## src/sv/assert_macros.svh

```systemverilog
// Assertion macros used by the RTL top level.
// Expects a clock named clk and a reset named rst in the including scope.
`ifndef ASSERT_MACROS_SVH
`define ASSERT_MACROS_SVH

// Antecedent implies consequent on the same edge.
`define ASSERT_IMPLIES(lbl, ante, cons) \
  lbl: assert property (@(posedge clk) disable iff (rst) (ante) |-> (cons)) \
    else $error("assertion failed");

// Condition holds at every edge outside reset.
`define ASSERT_ALWAYS(lbl, cond) \
  lbl: assert property (@(posedge clk) disable iff (rst) (cond)) \
    else $error("assertion failed");

`endif

```

## src/sv/ldtvc_pkg.sv

```systemverilog
// Package for the launch detect / TVC sequencer: register codes, reset values,
// servo configuration type and time comparison helper. No dependencies.
package ldtvc_pkg;

  localparam int TIME_BITS = 32;
  localparam int CMP_W = (TIME_BITS > 32) ? TIME_BITS : 32;

  localparam logic [2:0] REG_ACCEL_THRESHOLD = 3'd0;
  localparam logic [2:0] REG_RUN_REQUIRED    = 3'd1;
  localparam logic [2:0] REG_FLIGHT_DURATION = 3'd2;
  localparam logic [2:0] REG_CALIB_INTERVAL  = 3'd3;
  localparam logic [2:0] REG_LOG_INTERVAL    = 3'd4;
  localparam logic [2:0] REG_SERVO_GAIN      = 3'd5;
  localparam logic [2:0] REG_SERVO_MID       = 3'd6;
  localparam logic [2:0] REG_SERVO_RANGE     = 3'd7;

  localparam logic [14:0] RST_ACCEL_THRESHOLD = 15'd2511;
  localparam logic [3:0]  RST_RUN_REQUIRED    = 4'd7;
  localparam logic [31:0] RST_FLIGHT_DURATION = 32'd8000;
  localparam logic [31:0] RST_CALIB_INTERVAL  = 32'd15000;
  localparam logic [15:0] RST_LOG_INTERVAL    = 16'd10;
  localparam logic [7:0]  RST_SERVO_GAIN      = 8'd96;
  localparam logic [7:0]  RST_SERVO_MID       = 8'd90;
  localparam logic [6:0]  RST_SERVO_RANGE     = 7'd30;
  localparam logic [29:0] RST_THRESHOLD_SQ    = 30'(2511 * 2511);

  localparam logic [3:0] RUN_COUNT_MAX = 4'hF;

  typedef struct packed {
    logic [7:0] gain;
    logic [7:0] mid;
    logic [6:0] range;
  } servo_cfg_t;

  // true when (now - then) mod 2^TIME_BITS has reached lim
  function automatic logic interval_due(input logic [TIME_BITS-1:0] now,
                                        input logic [TIME_BITS-1:0] then_t,
                                        input logic [31:0] lim);
    logic [TIME_BITS-1:0] diff;
    diff = now - then_t;
    return CMP_W'(diff) >= CMP_W'(lim);
  endfunction

endpackage

```

## src/sv/ldtvc_servo.sv

```systemverilog
// Servo command: floor(mid + gain*angle/1024), clamped to mid +/- range, then 0..255.
// Depends on ldtvc_pkg (servo_cfg_t).
module ldtvc_servo import ldtvc_pkg::*; (
  input  servo_cfg_t         cfg,
  input  logic signed [15:0] angle,
  output logic [7:0]         cmd
);

  logic signed [24:0] prod;
  logic signed [14:0] quot;
  logic signed [16:0] mid_s;
  logic signed [16:0] raw;
  logic signed [16:0] lo;
  logic signed [16:0] hi;
  logic signed [16:0] clip_hi;
  logic signed [16:0] clip;

  always_comb begin
    prod    = $signed({1'b0, cfg.gain}) * angle;
    quot    = prod[24:10];
    mid_s   = $signed({9'b0, cfg.mid});
    raw     = mid_s + 17'(quot);
    lo      = mid_s - $signed({10'b0, cfg.range});
    hi      = mid_s + $signed({10'b0, cfg.range});
    clip_hi = (raw > hi) ? hi : raw;
    clip    = (clip_hi < lo) ? lo : clip_hi;
    if (clip < 17'sd0) begin
      cmd = 8'd0;
    end else if (clip > 17'sd255) begin
      cmd = 8'd255;
    end else begin
      cmd = clip[7:0];
    end
  end

endmodule

```

## src/sv/launch_detect_tvc_sequencer.sv

```systemverilog
// Launch detect and TVC sequencer top level: config registers, input register,
// per-tick state update and result register. Depends on ldtvc_pkg, ldtvc_servo, assert_macros.svh.
// A tick passes through the input register and then the result register; out_stall can hold it between.
// Throughput: one tick per cycle while out_stall is low; the magnitude squares, servo multiplies and
// time compares all sit between the input register and the result register.
// Reset: synchronous, clears the valid flags, launch/flight state, run count and time stamps,
// and loads every config register with its default.
module launch_detect_tvc_sequencer import ldtvc_pkg::*; (
  input  logic               clk,
  input  logic               rst,
  input  logic               cfg_valid,
  output logic               cfg_ready,
  input  logic [2:0]         cfg_index,
  input  logic [31:0]        cfg_data,
  input  logic               in_valid,
  output logic               in_stall,
  input  logic [31:0]        time_ms,
  input  logic signed [15:0] accel_x,
  input  logic signed [15:0] accel_y,
  input  logic signed [15:0] accel_z,
  input  logic signed [15:0] pitch_angle,
  input  logic signed [15:0] yaw_angle,
  output logic               out_valid,
  input  logic               out_stall,
  output logic [7:0]         servo_x,
  output logic [7:0]         servo_y,
  output logic               launch_seen,
  output logic               in_flight,
  output logic               start_logging,
  output logic               stop_logging,
  output logic               calib_request,
  output logic               log_strobe
);

`include "assert_macros.svh"

  // configuration
  logic [29:0] threshold_sq;
  logic [3:0]  run_required;
  logic [31:0] flight_duration_ms;
  logic [31:0] calib_interval_ms;
  logic [15:0] log_interval_ms;
  servo_cfg_t  servo_cfg;

  // block state
  logic                 launch_flag;
  logic                 flight_flag;
  logic [3:0]           over_run_count;
  logic [TIME_BITS-1:0] launch_stamp;
  logic [TIME_BITS-1:0] calib_stamp;
  logic [TIME_BITS-1:0] log_stamp;

  // input register
  logic               s1_valid;
  logic [31:0]        s1_time;
  logic signed [15:0] s1_ax;
  logic signed [15:0] s1_ay;
  logic signed [15:0] s1_az;
  logic signed [15:0] s1_pitch;
  logic signed [15:0] s1_yaw;

  logic out_free;
  logic take;
  logic fire;

  assign cfg_ready = 1'b1;
  assign out_free  = !out_valid || !out_stall;
  assign in_stall  = s1_valid && !out_free;
  assign take      = in_valid && !in_stall;
  assign fire      = s1_valid && out_free;

  always_ff @(posedge clk) begin
    if (rst) begin
      threshold_sq       <= RST_THRESHOLD_SQ;
      run_required       <= RST_RUN_REQUIRED;
      flight_duration_ms <= RST_FLIGHT_DURATION;
      calib_interval_ms  <= RST_CALIB_INTERVAL;
      log_interval_ms    <= RST_LOG_INTERVAL;
      servo_cfg.gain     <= RST_SERVO_GAIN;
      servo_cfg.mid      <= RST_SERVO_MID;
      servo_cfg.range    <= RST_SERVO_RANGE;
    end else if (cfg_valid && cfg_ready) begin
      case (cfg_index)
        REG_ACCEL_THRESHOLD: begin
          threshold_sq    <= cfg_data[14:0] * cfg_data[14:0];
        end
        REG_RUN_REQUIRED:    run_required       <= cfg_data[3:0];
        REG_FLIGHT_DURATION: flight_duration_ms <= cfg_data;
        REG_CALIB_INTERVAL:  calib_interval_ms  <= cfg_data;
        REG_LOG_INTERVAL:    log_interval_ms    <= cfg_data[15:0];
        REG_SERVO_GAIN:      servo_cfg.gain     <= cfg_data[7:0];
        REG_SERVO_MID:       servo_cfg.mid      <= cfg_data[7:0];
        REG_SERVO_RANGE:     servo_cfg.range    <= cfg_data[6:0];
        default: begin
        end
      endcase
    end
  end

  always_ff @(posedge clk) begin
    if (rst) begin
      s1_valid <= 1'b0;
    end else if (take) begin
      s1_valid <= 1'b1;
    end else if (fire) begin
      s1_valid <= 1'b0;
    end
  end

  always_ff @(posedge clk) begin
    if (take) begin
      s1_time  <= time_ms;
      s1_ax    <= accel_x;
      s1_ay    <= accel_y;
      s1_az    <= accel_z;
      s1_pitch <= pitch_angle;
      s1_yaw   <= yaw_angle;
    end
  end

  // per-tick evaluation
  logic signed [31:0]   sq_x;
  logic signed [31:0]   sq_y;
  logic signed [31:0]   sq_z;
  logic [31:0]          mag;
  logic [TIME_BITS-1:0] now;
  logic [3:0]           count_next;
  logic                 launch_now;
  logic                 calib_now;
  logic                 flight_eff;
  logic [TIME_BITS-1:0] launch_ref;
  logic                 flight_end;
  logic                 steer;
  logic                 log_now;
  logic [7:0]           cmd_x;
  logic [7:0]           cmd_y;

  ldtvc_servo u_servo_x (
    .cfg   (servo_cfg),
    .angle (s1_pitch),
    .cmd   (cmd_x)
  );

  ldtvc_servo u_servo_y (
    .cfg   (servo_cfg),
    .angle (s1_yaw),
    .cmd   (cmd_y)
  );

  always_comb begin
    sq_x = s1_ax * s1_ax;
    sq_y = s1_ay * s1_ay;
    sq_z = s1_az * s1_az;
    mag  = $unsigned(sq_x) + $unsigned(sq_y) + $unsigned(sq_z);
    now  = TIME_BITS'(s1_time);

    count_next = over_run_count;
    if (!launch_flag) begin
      if (mag > {2'b0, threshold_sq}) begin
        count_next = (over_run_count == RUN_COUNT_MAX) ? over_run_count
                                                       : over_run_count + 4'd1;
      end else begin
        count_next = 4'd0;
      end
    end
    launch_now = !launch_flag && (count_next >= run_required);
    calib_now  = !launch_flag && !launch_now &&
                 interval_due(now, calib_stamp, calib_interval_ms);
    flight_eff = flight_flag || launch_now;
    launch_ref = launch_now ? now : launch_stamp;
    flight_end = flight_eff && interval_due(now, launch_ref, flight_duration_ms);
    steer      = flight_eff && !flight_end;
    log_now    = interval_due(now, log_stamp, {16'b0, log_interval_ms});
  end

  always_ff @(posedge clk) begin
    if (rst) begin
      launch_flag    <= 1'b0;
      flight_flag    <= 1'b0;
      over_run_count <= 4'd0;
      launch_stamp   <= '0;
      calib_stamp    <= '0;
      log_stamp      <= '0;
    end else if (fire) begin
      over_run_count <= count_next;
      launch_flag    <= launch_flag || launch_now;
      flight_flag    <= steer;
      launch_stamp   <= launch_ref;
      if (calib_now) begin
        calib_stamp <= now;
      end
      if (log_now) begin
        log_stamp <= now;
      end
    end
  end

  always_ff @(posedge clk) begin
    if (rst) begin
      out_valid <= 1'b0;
    end else if (fire) begin
      out_valid <= 1'b1;
    end else if (!out_stall) begin
      out_valid <= 1'b0;
    end
  end

  always_ff @(posedge clk) begin
    if (fire) begin
      servo_x       <= steer ? cmd_x : servo_cfg.mid;
      servo_y       <= steer ? cmd_y : servo_cfg.mid;
      launch_seen   <= launch_flag || launch_now;
      in_flight     <= steer;
      start_logging <= launch_now;
      stop_logging  <= flight_end;
      calib_request <= calib_now;
      log_strobe    <= log_now;
    end
  end

  `ASSERT_ALWAYS(flight_needs_launch, !flight_flag || launch_flag)
  `ASSERT_IMPLIES(start_sets_launch, out_valid && start_logging, launch_seen)
  `ASSERT_IMPLIES(calib_only_prelaunch, out_valid && calib_request, !launch_seen)
  `ASSERT_IMPLIES(stop_clears_flight, out_valid && stop_logging, !in_flight)

endmodule

```

## config.mk

```make
export PLATFORM = sky130hd
export DESIGN_NAME = launch_detect_tvc_sequencer
export DESIGN_NICKNAME = d
export VERILOG_FILES = /design/src/sv/ldtvc_pkg.sv /design/src/sv/ldtvc_servo.sv /design/src/sv/launch_detect_tvc_sequencer.sv
export VERILOG_INCLUDE_DIRS = /design/src /design/src/sv
export SDC_FILE = /design/constraint.sdc
export NUM_CORES = 2
export LEC_CHECK = 0
export ABC_AREA = 1
export BUFFER_PORTS_ARGS = -buffer_cell sky130_fd_sc_hd__buf_2
export CAP_MARGIN = 20
export CORE_AREA = 2 2 467 469
export DETAILED_ROUTE_END_ITERATION = 8
export DIE_AREA = 0 0 469 471
export SYNTH_ARGS = -nofsm -noshare
export SYNTH_HDL_FRONTEND = slang
export SYNTH_SLANG_ARGS = --single-unit
export TNS_END_PERCENT = 20
```

## constraint.sdc

```tcl
create_clock -name clk -period 15.3 [get_ports clk]
set_input_delay 2.295 -clock clk [delete_from_list [all_inputs] [get_ports clk]]
set_output_delay 2.295 -clock clk [all_outputs]
set_load 0.01 [all_outputs]
```

After elaboration in Yosys (flattened, before gate mapping). Index checks and enable logic that the tools add are counted.

$add $sub $neg: 10. $mul: 6. Order comparisons: 13. Equality and inequality tests: 9. Muxes and demuxes: 18. Reductions and logical operators: 30.

Operators with widths (number): multiplier 16 x 16 -> 32 bit (3); subtractor 32 bit (3); two-way mux 17 bit (4); adder 32 bit (2); >= comparator 32 bit (2); multiplier 9 x 16 -> 25 bit (2); two-way mux 8 bit (6); > comparator 17 bit (2); > comparator 17 x 9 -> 1 bit (second input constant) (2); < comparator 17 x 1 -> 1 bit (second input constant) (2); < comparator 17 bit (2); adder 9 x 15 -> 16 bit (2); >= comparator 32 x 16 -> 1 bit (1); > comparator 32 x 30 -> 1 bit (1); two-way mux 32 bit (1); multiplier 15 x 15 -> 30 bit (1); AND reduction 2 bit (10); equality test 3 bit (second input constant) (4); two-way mux 4 bit (3); adder 8 x 7 -> 9 bit (1); subtractor 8 x 7 -> 9 bit (1); logical AND 1 bit (8); logical NOT 1 bit (7); equality test 3 x 2 -> 1 bit (second input constant) (2); 9 further kinds (14).

Bits in registers: 375. Input port bits: 152. Output and inout port bits: 25. Logic and storage cells: 116.

Depth between registers and ports, before layout.
Depth after elaboration: 15. Mapped depth: 87. Mapped depth without buffers: 84.

By module. A second synthesis with hierarchy kept.

Cells, all modules: 8461. Area, all modules: 68268.0 sq um.

By module, submodules not included: launch_detect_tvc_sequencer (times used 1, cells an instance 6359, area each 54159.4 sq um, seq. area each 8828.5 sq um); ldtvc_servo (times used 2, cells an instance 1051, area each 7054.3 sq um, seq. area each 0.0 sq um).

Worst setup path before layout. OpenSTA, ideal clock, no wires.

Kind: register to register. Start point: register s1_az[2]. End point: register servo_x[1] (data pin). Arrival: 14068 ps. Required time: 15047 ps. Setup slack: 979 ps. Stages on the path, launching flop included: 79. Path buffers: 4. Period minus slack after synthesis: 14321 ps. Path through: edfxtp_1 -> clkbuf_1 -> clkbuf_1 -> nand2_1 -> fa_1 -> inv_1 -> fa_1 -> inv_1 -> fa_1 -> fa_1 -> fa_1 -> inv_1 -> fa_1 -> fa_1 -> fa_1 -> inv_1 -> fa_1 -> inv_1 -> (+43 left out) -> nand2_1 -> inv_1 -> nor2_1 -> o21ai_0 -> xor2_1 -> ha_1 -> nand2_1 -> nor2_1 -> a211oi_1 -> o21ai_0 -> nand3_1 -> nand3_1 -> nand2_1 -> nand4_1 -> o21bai_1 -> clkbuf_1 -> nand2_1 -> nand2_1.

Word-level cells in the longest chain between the ends: 14. Elaborated cells on any way between the ends: 15. Those cells by class: add/sub: 2; mul: 1; order compare: 3; mux: 4; reduce/logical: 5.

Ends and longest elaborated chain: start, declared (line launch_detect_tvc_sequencer.sv:58) `logic signed [15:0] s1_az;`; start signal, assigned (line launch_detect_tvc_sequencer.sv:115) `s1_az <= accel_z;`; multiplier 16 x 16 -> 32 bit * (line launch_detect_tvc_sequencer.sv:153) `sq_z = s1_az * s1_az;`; adder 32 bit * (line launch_detect_tvc_sequencer.sv:154) `mag = $unsigned(sq_x) + $unsigned(sq_y) + $unsigned(sq_z);`; > comparator 32 x 30 -> 1 bit * (line launch_detect_tvc_sequencer.sv:159) `if (mag > {2'b0, threshold_sq}) begin`; two-way mux 4 bit * (line launch_detect_tvc_sequencer.sv:159); two-way mux 4 bit * (line launch_detect_tvc_sequencer.sv:158) `if (!launch_flag) begin`; via count_next[3] (line launch_detect_tvc_sequencer.sv:127) `logic [3:0] count_next;`; >= comparator 4 bit * (line launch_detect_tvc_sequencer.sv:166) `launch_now = !launch_flag && (count_next >= run_required);`; logical AND 1 bit * (line launch_detect_tvc_sequencer.sv:166); two-way mux 32 bit (line launch_detect_tvc_sequencer.sv:170) `launch_ref = launch_now ? now : launch_stamp;`; subtractor 32 bit (line ldtvc_pkg.sv:40) `diff = now - then_t;`; >= comparator 32 bit (line ldtvc_pkg.sv:41) `return CMP_W'(diff) >= CMP_W'(lim);`; logical AND 1 bit (line launch_detect_tvc_sequencer.sv:171) `flight_end = flight_eff && interval_due(now, launch_ref, flight_duration_ms);`; logical NOT 1 bit (line launch_detect_tvc_sequencer.sv:172) `steer = flight_eff && !flight_end;`; logical AND 1 bit * (line launch_detect_tvc_sequencer.sv:172); two-way mux 8 bit * (line launch_detect_tvc_sequencer.sv:210) `servo_x <= steer ? cmd_x : servo_cfg.mid;`; end signal, assigned (line launch_detect_tvc_sequencer.sv:210); end, declared (line launch_detect_tvc_sequencer.sv:25) `output logic [7:0] servo_x,`.

Mark *: on every way through the listed nets, which the timed path passes. The rest lies on a longest branch. A chain may end at the register's enable or synchronous reset.

Worst setup path in the final report.
Start point: register s1_az[15]. End point: register servo_y[0] (data pin).

Word-level cells in the longest chain between the ends: 14. Elaborated cells on any way between the ends: 15. Those cells by class: add/sub: 2; mul: 1; order compare: 3; mux: 4; reduce/logical: 5.

Ends and longest elaborated chain: multiplier 16 x 16 -> 32 bit (line launch_detect_tvc_sequencer.sv:153); adder 32 bit (line launch_detect_tvc_sequencer.sv:154); > comparator 32 x 30 -> 1 bit (line launch_detect_tvc_sequencer.sv:159); two-way mux 4 bit (line launch_detect_tvc_sequencer.sv:159); two-way mux 4 bit (line launch_detect_tvc_sequencer.sv:158); via count_next[3] (line launch_detect_tvc_sequencer.sv:127); >= comparator 4 bit (line launch_detect_tvc_sequencer.sv:166); logical AND 1 bit (line launch_detect_tvc_sequencer.sv:166); two-way mux 32 bit (line launch_detect_tvc_sequencer.sv:170); via launch_ref[0] (line launch_detect_tvc_sequencer.sv:131) `logic [TIME_BITS-1:0] launch_ref;`; subtractor 32 bit (line ldtvc_pkg.sv:40); >= comparator 32 bit (line ldtvc_pkg.sv:41); logical AND 1 bit (line launch_detect_tvc_sequencer.sv:171); logical NOT 1 bit (line launch_detect_tvc_sequencer.sv:172); logical AND 1 bit (line launch_detect_tvc_sequencer.sv:172); two-way mux 8 bit (line launch_detect_tvc_sequencer.sv:211) `servo_y <= steer ? cmd_y : servo_cfg.mid;`; end signal, assigned (line launch_detect_tvc_sequencer.sv:211); end, declared (line launch_detect_tvc_sequencer.sv:26) `output logic [7:0] servo_y,`.

The timed path passes the listed nets, and every way through them passes these cells.

==> reports/qor.yml <==
outcome:
  status: "finished clean"
placed_design:
  routabilityCongestion: 0.881
  hpwl_um: 143000
  numPortBuffers: 175
synth:
  synth-seq-cells: 374
  synth_edf_count: 134
  syn_area_mm2: 0.0666
  yosysWarnings: 0
  ys_async_sr_fraction: 0
  yosysSeqAreaShare: 0.133
  syn_avg_cell_area_um2: 8.23
  synth_flop_cell: "dfxtp_1"
  synth.net_count: 10084
  syn_inst: 8090
  synth_cell_types: 60
worst_setup_path:
  r2r_end: "servo_y[0]"
  critical-path-slowest-cell: "fa_1"
  reg2reg_slack_ns: 0.95
  crit_path_end_kind: "flip-flop"
  crit_fanout: 25
  cp.arrival_ns: 14.74
  r2r_cells: 73
  required_ns: 15.69
  crit_type: "reg -> reg"
  critPathLaunchType: "flip-flop"
  critical_path.max_stage_delay_ns: 0.71
  r2r_start: "s1_az[15]"
worst_hold_path:
  whs_endpoint: "log_stamp[12]"
  min_from: "log_stamp[12]"
  hold_path_class: "reg -> reg"
  min_delay_path_depth: 2
run:
  drv_cap: 0
sta:
  fin_crit_sh: 0.938
  slew_viol_final: 0
  fmax_mhz: 69.7
  worstMarginPinSlew_ns: 0.988
  finalHoldViolations: 0
  min_period_ns: 14.35
  final-setup-viol-count: 0
  fin_hold_ws_ns: 0.460
  skew_ns: 0.0892
  slew_headroom: 0.342
floorplanning:
  die_area_mm2: 0.221
  die_height_um: 471
  std_cell_rows: 171
  ioPinCount: 177
  start_util: 0.308
  core-area_mm2: 0.216
  die_w_um: 469
drt:
  dr.pass1.iters: 5
  wl_met1_um: 73900
  wire_per_inst_um: 15.4
  wirelength_um: 171000
  vias_per_cell: 4.53
  dr_wl_met2_um: 84300
  num_vias: 50168
  dr.max_layer_used: "met5"
  drtAntennaViolNets: 0
  drcViolationCount: 0
  drt_iter0_markers: 2697
  met3WireLength_um: 8570
clock_tree:
  cts_tree: "yes"
  clk_path_buf_depth: 3
  clockRootBuffer: "clkbuf_16"
  cts_sinks: 374
  path_clk_slew_ns: 0.06
  clkLatencyLatePin_ns: 0.72
  htree_num_levels: 2
  cts_buffers: 51
grt:
  grt_max_degree: 98
  antenna_found_initial: 21
  grtUsageTotal: 0.159
  grt-ovfl-total: 0
  first_global_vias: 53203
  grt_pass1_wl_um: 280000
layout:
  syn2layout_area_growth_pct: 9.47
  fin_nets: 10178
  drive_gt1_frac: 0.0589
cells in the final DEF, fill, tap and decap left out, types with 99 or more instances in the layout:
cell type,Yosys,routed
buf_4,6,122
nor2_1,207,205
inv_1,2367,2365
fa_1,1163,1162
a21oi_1,471,468
buf_2,6,175
nand2_1,1437,1436
ha_1,679,677
xor2_1,147,147
xnor2_1,99,99
nand3_1,198,197
o21ai_0,270,263
edfxtp_1,134,134
dfxtp_1,240,240
final cells by class:
class	instances	area [um^2]
Antenna cell	2	5.00
Multi-Input combinational cell	5087	47900
Inverter	2369	8900
Sequential cell	374	8830
Clock buffer	72	1500
Timing Repair Buffer	301	1870
Fill cell	22644	143000
Tap cell	2854	3570
Clock inverter	21	251
cells in the mapped netlist (all sizes together), types with 134 or more instances:
cell type / n / area [um^2]
nand3: 206 / 1070
nor2: 213 / 830
inv: 2367 / 8880
clkbuf: 240 / 932
ha: 679 / 8500
fa: 1163 / 23300
a21oi: 472 / 2370
nand2: 1464 / 5570
edfxtp: 134 / 4020
xor2: 147 / 1290
o21ai: 282 / 1410
dfxtp: 240 / 4800
stage by stage:
stage                util  setup WS, ns  std cells  cell area (um^2)  setup TNS [ns]
floorplan               -         0.979       8090             66600               0
global placement    0.328         0.108      10972             70900               0
detailed placement  0.328       -0.0142      10972             70900         -0.0681
CTS                 0.336        0.0775      11065             72600               0
global route        0.337       -0.0214      11080             72900         -0.0357
finish              0.337         0.953      11080             72900               0
worst max-delay path by stage:
stage / slack, ns / startpoint / cells after the start / to
2_1_floorplan: 0.98 / s1_az[2] / 78 / servo_x[1]
5_1_grt: -0.02 / s1_az[6] / 82 / servo_y[0]
4_1_cts: 0.08 / s1_az[4] / 77 / servo_x[7]
6_report: 0.95 / s1_az[15] / 73 / servo_y[0]
3_3_place_gp: 0.11 / s1_ax[6] / 77 / servo_y[0]
3_5_place_dp: -0.01 / s1_ax[2] / 77 / servo_x[0]
state kept, by name (all words and copies together), names as in the netlist, 8 cells and up:
signal              flops
log_stamp              32
calib_interval_ms      32
s1_ax                  16
servo_x                 8
s1_az                  16
log_interval_ms        16
flight_duration_ms     32
servo_cfg              23
s1_yaw                 16
servo_y                 8
s1_ay                  16
now                    32
launch_stamp           32
s1_pitch               16
calib_stamp            32
threshold_sq           29
critical path: cells and delay by family (launching register included):
kind	cells	cell delay (ns)
adders and majority gates	15	6.71
AOI/OAI and AO/OA	16	2.59
and+or+nand+nor	25	2.48
buffers and inverters	15	1.37
DFF	1	0.50
xor gates and xnor gates	2	0.34
per-layer routing:
| metal | up-vias | global-route usage |
|---|---|---|
| met5 | - | 0 |
| met4 | 22 | 0.0370 |
| met3 | 202 | 0.0245 |
| met2 | 881 | 0.277 |
| met1 | 24781 | 0.205 |
| li1 | 24282 | - |
timing repair:
item                       4_1_cts  5_1_grt
gates resized for setup          1       35
hold buffers                     0        0
cloned                           0        1
pin swaps                        0        7
buffers inserted                 0       10
setup endpoints to repair        2       19
cell families after synthesis:
family                   after synthesis  share of synthesized area
adder cells (fa/ha/maj)             1842                      0.477
XOR/XNOR                             246                     0.0324
other                                  2                   0.000113
flip-flops                           374                      0.133
AND/OR/NAND/NOR                     2008                      0.124
buffers and inverters               2630                      0.149
AO/OA/AOI/OAI                        960                     0.0801
multiplexers                          28                    0.00423
Power is not shown: default switching activity piles up to over one toggle a cycle in this logic, so the estimate is an artifact.
